File: config.mk
export PLATFORM = sky130hd
export DESIGN_NAME = coalescing_write_queue_holdoff_unit
export DESIGN_NICKNAME = d
export VERILOG_FILES = /design/src/hdl/cwqh_pkg.sv /design/src/hdl/cwqh_front.sv /design/src/hdl/cwqh_back.sv /design/src/hdl/coalescing_write_queue_holdoff_unit.sv
export SDC_FILE = /design/constraint.sdc
export NUM_CORES = 1
export LEC_CHECK = 0
export ABC_AREA = 1
export BUFFER_PORTS_ARGS = -buffer_cell sky130_fd_sc_hd__buf_2
export CAP_MARGIN = 10
export CORE_MARGIN = 2
export CORE_UTILIZATION = 50
export CTS_CLUSTER_SIZE = 8
export DETAILED_ROUTE_END_ITERATION = 8
export HOLD_SLACK_MARGIN = 0.15
export PLACE_DENSITY = 0.67
export SYNTH_ARGS = -nofsm -noshare
export SYNTH_HDL_FRONTEND = slang
export SYNTH_SLANG_ARGS = --single-unit
File: constraint.sdc
create_clock -name clk -period 6.5 [get_ports clk]
set_input_delay 1.3 -clock clk [delete_from_list [all_inputs] [get_ports clk]]
set_output_delay 1.3 -clock clk [all_outputs]
set_load 0.03 [all_outputs]
File: src/hdl/cwqh_pkg.sv
// Shared types and constants for the coalescing write queue with hold-off.
`default_nettype none
package cwqh_pkg;

  localparam int unsigned QUEUE_DEPTH_DEF = 8;
  localparam logic [7:0]  HOLDOFF_RESET   = 8'd60;

  // Command queue between front and back; depth must be a power of two.
  localparam int unsigned CMDQ_DEPTH = 2;

  localparam logic OP_SCHEDULE = 1'b0;
  localparam logic OP_TICK     = 1'b1;

  typedef struct packed {
    logic       opcode;
    logic [7:0] item_id;
  } item_t;

  typedef struct packed {
    logic [7:0] flush_id;
    logic       last_of_flush;
  } result_t;

  typedef struct packed {
    logic       is_tick;
    logic [7:0] id;
  } cmd_t;

endpackage
`default_nettype wire

File: src/hdl/cwqh_front.sv
// Front end: accepts items, decodes them and buffers them as commands.
`default_nettype none
module cwqh_front (
  input  wire logic          clk,
  input  wire logic          rst,
  input  wire logic          push,
  output logic               full,
  input  wire cwqh_pkg::item_t item,
  output logic               cmd_valid,
  input  wire logic          cmd_pop,
  output cwqh_pkg::cmd_t     cmd
);

  localparam int unsigned PW = (cwqh_pkg::CMDQ_DEPTH > 1) ? $clog2(cwqh_pkg::CMDQ_DEPTH) : 1;
  localparam int unsigned FW = $clog2(cwqh_pkg::CMDQ_DEPTH + 1);
  localparam logic [FW-1:0] FULL_FILL = FW'(cwqh_pkg::CMDQ_DEPTH);

  cwqh_pkg::cmd_t  slots [cwqh_pkg::CMDQ_DEPTH];
  logic [PW-1:0]   wr_ptr;
  logic [PW-1:0]   rd_ptr;
  logic [FW-1:0]   fill;
  logic            do_push;
  logic            do_pop;
  cwqh_pkg::cmd_t  decoded;

  assign full      = (fill == FULL_FILL);
  assign cmd_valid = (fill != '0);
  assign do_push   = push && !full;
  assign do_pop    = cmd_pop && cmd_valid;
  assign cmd       = slots[rd_ptr];

  // Classify: ticks carry no identifier.
  always_comb begin
    decoded.is_tick = (item.opcode == cwqh_pkg::OP_TICK);
    decoded.id      = decoded.is_tick ? 8'd0 : item.item_id;
  end

  always_ff @(posedge clk) begin
    if (do_push) begin
      slots[wr_ptr] <= decoded;
    end
  end

  always_ff @(posedge clk) begin
    if (rst) begin
      wr_ptr <= '0;
      rd_ptr <= '0;
      fill   <= '0;
    end else begin
      if (do_push) begin
        wr_ptr <= wr_ptr + PW'(1);
      end
      if (do_pop) begin
        rd_ptr <= rd_ptr + PW'(1);
      end
      unique case ({do_push, do_pop})
        2'b10:   fill <= fill + FW'(1);
        2'b01:   fill <= fill - FW'(1);
        default: fill <= fill;
      endcase
    end
  end

endmodule
`default_nettype wire

File: src/hdl/cwqh_back.sv
// Back end: pending-id queue, dedupe scan, hold-off timer and flush sequencer.
`default_nettype none
module cwqh_back #(
  parameter int unsigned QUEUE_DEPTH = cwqh_pkg::QUEUE_DEPTH_DEF
) (
  input  wire logic            clk,
  input  wire logic            rst,
  input  wire logic [7:0]      holdoff_ticks,
  input  wire logic            cmd_valid,
  output logic                 cmd_pop,
  input  wire cwqh_pkg::cmd_t  cmd,
  output logic                 empty,
  input  wire logic            pop,
  output cwqh_pkg::result_t    result
);

  localparam int unsigned AW = (QUEUE_DEPTH > 1) ? $clog2(QUEUE_DEPTH) : 1;
  localparam int unsigned CW = $clog2(QUEUE_DEPTH + 1);
  localparam logic [CW-1:0] FULL_COUNT = CW'(QUEUE_DEPTH);

  typedef enum logic [2:0] {
    ST_IDLE  = 3'b001,
    ST_SCAN  = 3'b010,
    ST_FLUSH = 3'b100
  } state_t;

  state_t          state, state_next;
  logic [CW-1:0]   count, count_next;
  logic [7:0]      timer, timer_next;
  logic [AW-1:0]   idx, idx_next;
  logic [7:0]      id_reg, id_reg_next;

  logic [7:0]      ids_mem [QUEUE_DEPTH];
  logic [7:0]      rd_data;
  logic [AW-1:0]   rd_addr;
  logic            mem_we;
  logic [AW-1:0]   mem_waddr;
  logic [7:0]      mem_wdata;

  logic            out_valid;
  cwqh_pkg::result_t out_data;
  logic            out_load;
  logic            at_last;

  assign empty  = !out_valid;
  assign result = out_data;
  assign at_last = ((CW'(idx) + CW'(1)) == count);

  always_comb begin
    state_next  = state;
    count_next  = count;
    timer_next  = timer;
    idx_next    = idx;
    id_reg_next = id_reg;
    cmd_pop     = 1'b0;
    rd_addr     = '0;
    mem_we      = 1'b0;
    mem_waddr   = count[AW-1:0];
    mem_wdata   = id_reg;
    out_load    = 1'b0;
    unique case (state)
      ST_IDLE: begin
        if (cmd_valid) begin
          cmd_pop  = 1'b1;
          idx_next = '0;
          if (cmd.is_tick) begin
            if (timer != 8'd0) begin
              timer_next = timer - 8'd1;
              if (timer == 8'd1 && count != '0) begin
                state_next = ST_FLUSH;
              end
            end
          end else if (count == '0) begin
            mem_we     = 1'b1;
            mem_waddr  = '0;
            mem_wdata  = cmd.id;
            count_next = CW'(1);
            timer_next = holdoff_ticks;
          end else begin
            id_reg_next = cmd.id;
            state_next  = ST_SCAN;
          end
        end
      end
      ST_SCAN: begin
        // rd_data holds entry idx
        rd_addr = idx + AW'(1);
        if (rd_data == id_reg) begin
          timer_next = holdoff_ticks;
          state_next = ST_IDLE;
        end else if (at_last) begin
          if (count != FULL_COUNT) begin
            mem_we     = 1'b1;
            count_next = count + CW'(1);
            timer_next = holdoff_ticks;
          end
          state_next = ST_IDLE;
        end else begin
          idx_next = idx + AW'(1);
        end
      end
      ST_FLUSH: begin
        out_load = !out_valid || pop;
        rd_addr  = out_load ? idx + AW'(1) : idx;
        if (out_load) begin
          if (at_last) begin
            count_next = '0;
            state_next = ST_IDLE;
          end else begin
            idx_next = idx + AW'(1);
          end
        end
      end
      default: begin
        state_next = ST_IDLE;
      end
    endcase
  end

  always_ff @(posedge clk) begin
    if (mem_we) begin
      ids_mem[mem_waddr] <= mem_wdata;
    end
    rd_data <= ids_mem[rd_addr];
  end

  always_ff @(posedge clk) begin
    if (out_load) begin
      out_data.flush_id      <= rd_data;
      out_data.last_of_flush <= at_last;
    end
    idx    <= idx_next;
    id_reg <= id_reg_next;
  end

  always_ff @(posedge clk) begin
    if (rst) begin
      state     <= ST_IDLE;
      count     <= '0;
      timer     <= 8'd0;
      out_valid <= 1'b0;
    end else begin
      state <= state_next;
      count <= count_next;
      timer <= timer_next;
      if (out_load) begin
        out_valid <= 1'b1;
      end else if (pop) begin
        out_valid <= 1'b0;
      end
    end
  end

endmodule
`default_nettype wire

File: src/hdl/coalescing_write_queue_holdoff_unit.sv
// Top level of the coalescing write queue with hold-off timer.
//
// Input channel (push/full): each item is a schedule request for item_id
// or one timer tick. Items land in a two-entry command queue, so the
// input side keeps moving while the back end scans or flushes.
// Result channel (empty/pop): one transfer per flushed identifier, in
// insertion order, last_of_flush set on the final one of a run.
// Config channel (cfg_valid/cfg_ready): always ready; sets holdoff_ticks.
//
// Back end per command: a tick is handled in the idle state; a schedule
// into an empty queue is written there directly, else it enters the scan
// state, one queue entry compared per cycle through the id memory's single
// read port. On the expiring tick the state moves to flush, which then
// moves one identifier per cycle into the registered result while the receiver pops.
// If the receiver stalls, the flush holds on the current entry and the
// input side keeps accepting until the command queue fills.
// Reset (synchronous, rst high): queue empty, timer idle, hold-off 60,
// no result pending. No clearing pass is needed: the fill count bounds
// every read of the id memory.
`default_nettype none
module coalescing_write_queue_holdoff_unit #(
  parameter int unsigned QUEUE_DEPTH = cwqh_pkg::QUEUE_DEPTH_DEF
) (
  input  wire logic              clk,
  input  wire logic              rst,
  input  wire logic              push,
  output logic                   full,
  input  wire cwqh_pkg::item_t   item,
  output logic                   empty,
  input  wire logic              pop,
  output cwqh_pkg::result_t      result,
  input  wire logic              cfg_valid,
  output logic                   cfg_ready,
  input  wire logic [7:0]        cfg_data
);

  logic [7:0]     holdoff_ticks;
  logic           cmd_valid;
  logic           cmd_pop;
  cwqh_pkg::cmd_t cmd;

  // The user must send config writes only while idle; the block itself does not enforce this and gives no backpressure.
  assign cfg_ready = 1'b1;

  always_ff @(posedge clk) begin
    if (rst) begin
      holdoff_ticks <= cwqh_pkg::HOLDOFF_RESET;
    end else if (cfg_valid && cfg_ready) begin
      holdoff_ticks <= cfg_data;
    end
  end

  cwqh_front u_front (
    .clk       (clk),
    .rst       (rst),
    .push      (push),
    .full      (full),
    .item      (item),
    .cmd_valid (cmd_valid),
    .cmd_pop   (cmd_pop),
    .cmd       (cmd)
  );

  cwqh_back #(
    .QUEUE_DEPTH (QUEUE_DEPTH)
  ) u_back (
    .clk           (clk),
    .rst           (rst),
    .holdoff_ticks (holdoff_ticks),
    .cmd_valid     (cmd_valid),
    .cmd_pop       (cmd_pop),
    .cmd           (cmd),
    .empty         (empty),
    .pop           (pop),
    .result        (result)
  );

endmodule
`default_nettype wire
==> out/results.txt <==
Routed Antenna Nets -> 0
Critical path class -> flip-flop to flip-flop
Critical path, cell by cell -> ha_1 > inv_2 > nand2_1 > nand2_1 > nor2_2 > nand3_4 > nor2_2 > a21oi_1 > nor3_1
CTS clk-pin slew, worst paths -> 0.06 ns
Maximum vdd ir drop -> 303.1 uV
Max_cap viols -> 0
Final Max Tran Viols -> 0
Power share of the combinational group -> 26.9%
Mapped cell area -> 6535 sq um
Final Wtd Congestion -> 0.8614
Core area -> 12,670 sq um
Filler Cell Count -> 1,049
Post CTS Setup Buffer Count -> 0
Routed WL per cell -> 14.15 um
Library cells used by synthesis -> 43
Slowest CP cell -> nor3_1
Die X-Extent -> 118.3 um
Initial antenna violation count -> 0
Sequential power share -> 40.5%
Crit-path max cell delay -> 0.82 ns
Height of the die -> 118.3 um
Fmax -> 342.2 MHz
Crit path DAT -> 2.96 ns
Sequential cell area -> 3804 sq um
Crit-path max FO -> 10
All-Layer GR Usage -> 18.77%
Worst skew pair latency -> 0.42 ns
Fin. Hold Viols -> 0
Hpwl dp -> 8746 um
Clock sinks -> 139
H-tree levels -> 4
Most frequent cells in the layout -> 173 x nand2_1, 102 x edfxtp_1, 75 x inv_1
Number of flip-flops in the largest register -> 64
Status -> finished clean
Via count -> 4,465
Share of post-route cells with drive strength above 1 -> 18.98%
Initial cell density of the core -> 51.58%
Sw frac -> 34.16%
Seq cells post-synth -> 139
Synthesis Warnings -> 0
Drt drc -> 0
DR iter-0 viols -> 286
Clk pwr share -> 32.5%
CP Capture Type -> flip-flop
Grt ovf -> 0
I/O pin cnt -> 34
Clock tree buffer depth -> 2
Critical path launch point type -> flip-flop
Final #Nets -> 722
Post-layout util -> 58.38%
# setup viols final -> 0
EDFF count, synth -> 102
Register area share after synthesis -> 58.20%
Leading cell type in the layout, fill and taps excluded -> nand2_1
Cell-internal power -> 2.058 mW
CP bufs+invs -> 1
Fin crit period -> 2.922 ns
I/O Buffers -> 32
Area of the multi-input gates -> 2241 sq um
Setup TNS -> 0 ns
Relative max-transition margin -> 30.79%
Vias/cell -> 5.085
Leakage power -> 3.014 nW
Antenna diodes -> 0
Final Cycle Share -> 44.96%
Root buffer cell -> clkbuf_16
Syn Nets -> 690
Pwr/cell area -> 422.5 nW/um^2
Full die area -> 14,000 sq um
Worst hold stages -> 1
Reg with most FFs -> u_back.ids_mem
Post-synth ARST share -> 0%
First-pass GRT wire length -> 20,800 um
Largest net degree at the start of global routing -> 65
Post-CTS Hold Buffers -> 0
CTS Buf Count -> 17
DR pass1 iterations -> 5
Routed wire length -> 12,430 um
Reg2Reg Depth -> 9
Slew @ Worst Pin -> 1.030 ns
Hold WC Path Type -> flip-flop to flip-flop
Total power draw -> 3.125 mW
Post-CTS sizing -> 0
Switching pwr -> 1.068 mW
CTS tree -> done
Ys flop type -> edfxtp_1
Worst EP required -> 6.53 ns
RSZ-0062 raised after global routing -> no
Critical path depth in cells -> 9
Syn_area_per_cell -> 9.887 sq um
Syn Inst Count -> 661
Cell family with most CP delay -> simple AND/OR/NAND/NOR gates
Core Rows -> 41
Area growth from synthesis to layout -> 13.19%
Vias in the first global route -> 4,282
Final worst clock skew -> 0.01237 ns
-- metal layers --
layer  vias to the layer above  share of wire [%]  global-route usage [%]
li1                       2257                  -                       -
met1                      2078                 45                   24.10
met2                       111                 49                   31.43
met3                        19                5.1                   4.295
met4                         0                1.5                   6.175
met5                         -                  0                       0
-- cells in the mapped netlist, types with 3 or more instances --
cell / count / area (sq um)
xor2_1: 4 / 35.03
o21ai_0: 22 / 110.1
nand2_1: 173 / 649.4
nor2_2: 6 / 37.54
o211ai_2: 10 / 125.1
buf_2: 4 / 20.02
o21ai_1: 6 / 30.03
nor2_4: 5 / 56.30
a21oi_2: 6 / 52.55
nand4_1: 4 / 25.02
nand3_2: 6 / 60.06
buf_4: 9 / 67.56
clkbuf_1: 4 / 15.01
nor2_1: 56 / 210.2
dfxtp_1: 37 / 740.7
o211ai_1: 23 / 172.7
a21oi_1: 16 / 80.08
mux2_2: 8 / 90.09
edfxtp_1: 102 / 3063
ha_1: 7 / 87.58
nand2_2: 6 / 37.54
xnor2_1: 5 / 43.79
inv_1: 75 / 281.5
nor3_1: 3 / 15.01
nand3_1: 32 / 160.2
inv_2: 12 / 45.04
-- cell families after synthesis --
family                     after synthesis  share of synthesized area [%]
AOI/OAI and AO/OA                       91                          10.15
xor gates and xnor gates                 9                          1.206
adders and majority gates                7                          1.340
buffers and inverters                  110                          7.505
DFF                                    139                          58.20
muxes                                    8                          1.379
other                                    1                        0.05738
and+or+nand+nor                        296                          20.16
-- area by class of cell --
class / instances / share of cell area [%]
clock inverter: 15 / 2.689
sequential: 139 / 51.42
tap: 172 / 2.909
inverter: 90 / 4.668
timing repair buffer: 33 / 2.267
multi-input combinational: 412 / 30.29
clock buffer: 17 / 5.751
-- power groups by stage --
stage / clock network, mW / registers [mW] / logic [mW]
floorplan: 0 / 1.24 / 0.700
global placement: 0 / 1.28 / 0.810
detailed placement: 0 / 1.28 / 0.838
CTS: 1.03 / 1.27 / 0.843
global route: 1.07 / 1.28 / 0.959
finish: 1.02 / 1.27 / 0.841
-- worst paths after layout --
path                                                  start                              to  slack (ns)
worst min register to register  u_front.rd_ptr$_SDFFE_PP0P_                       flip-flop        0.45
worst max register to register  u_back.idx[0]$_SDFFCE_PN0P_  u_back.ids_mem[2][1]$_DFFE_PP_        3.58
worst max-delay path            u_back.idx[0]$_SDFFCE_PN0P_  u_back.ids_mem[2][1]$_DFFE_PP_        3.58
worst min-delay path            u_front.rd_ptr$_SDFFE_PP0P_                       flip-flop        0.45
-- metrics by stage --
step	instance area, sq um	hold slack [ns]	worst slack [ns]	std cells
detailed placement	6773	0.4409	3.556	846
floorplan	6535	0.4234	3.968	661
global placement	6773	0.4361	3.602	846
global route	7397	0.4950	3.352	878
finish	7397	0.4523	3.578	878
CTS	7397	0.4502	3.550	878
Power figures use the tool's default switching activity.
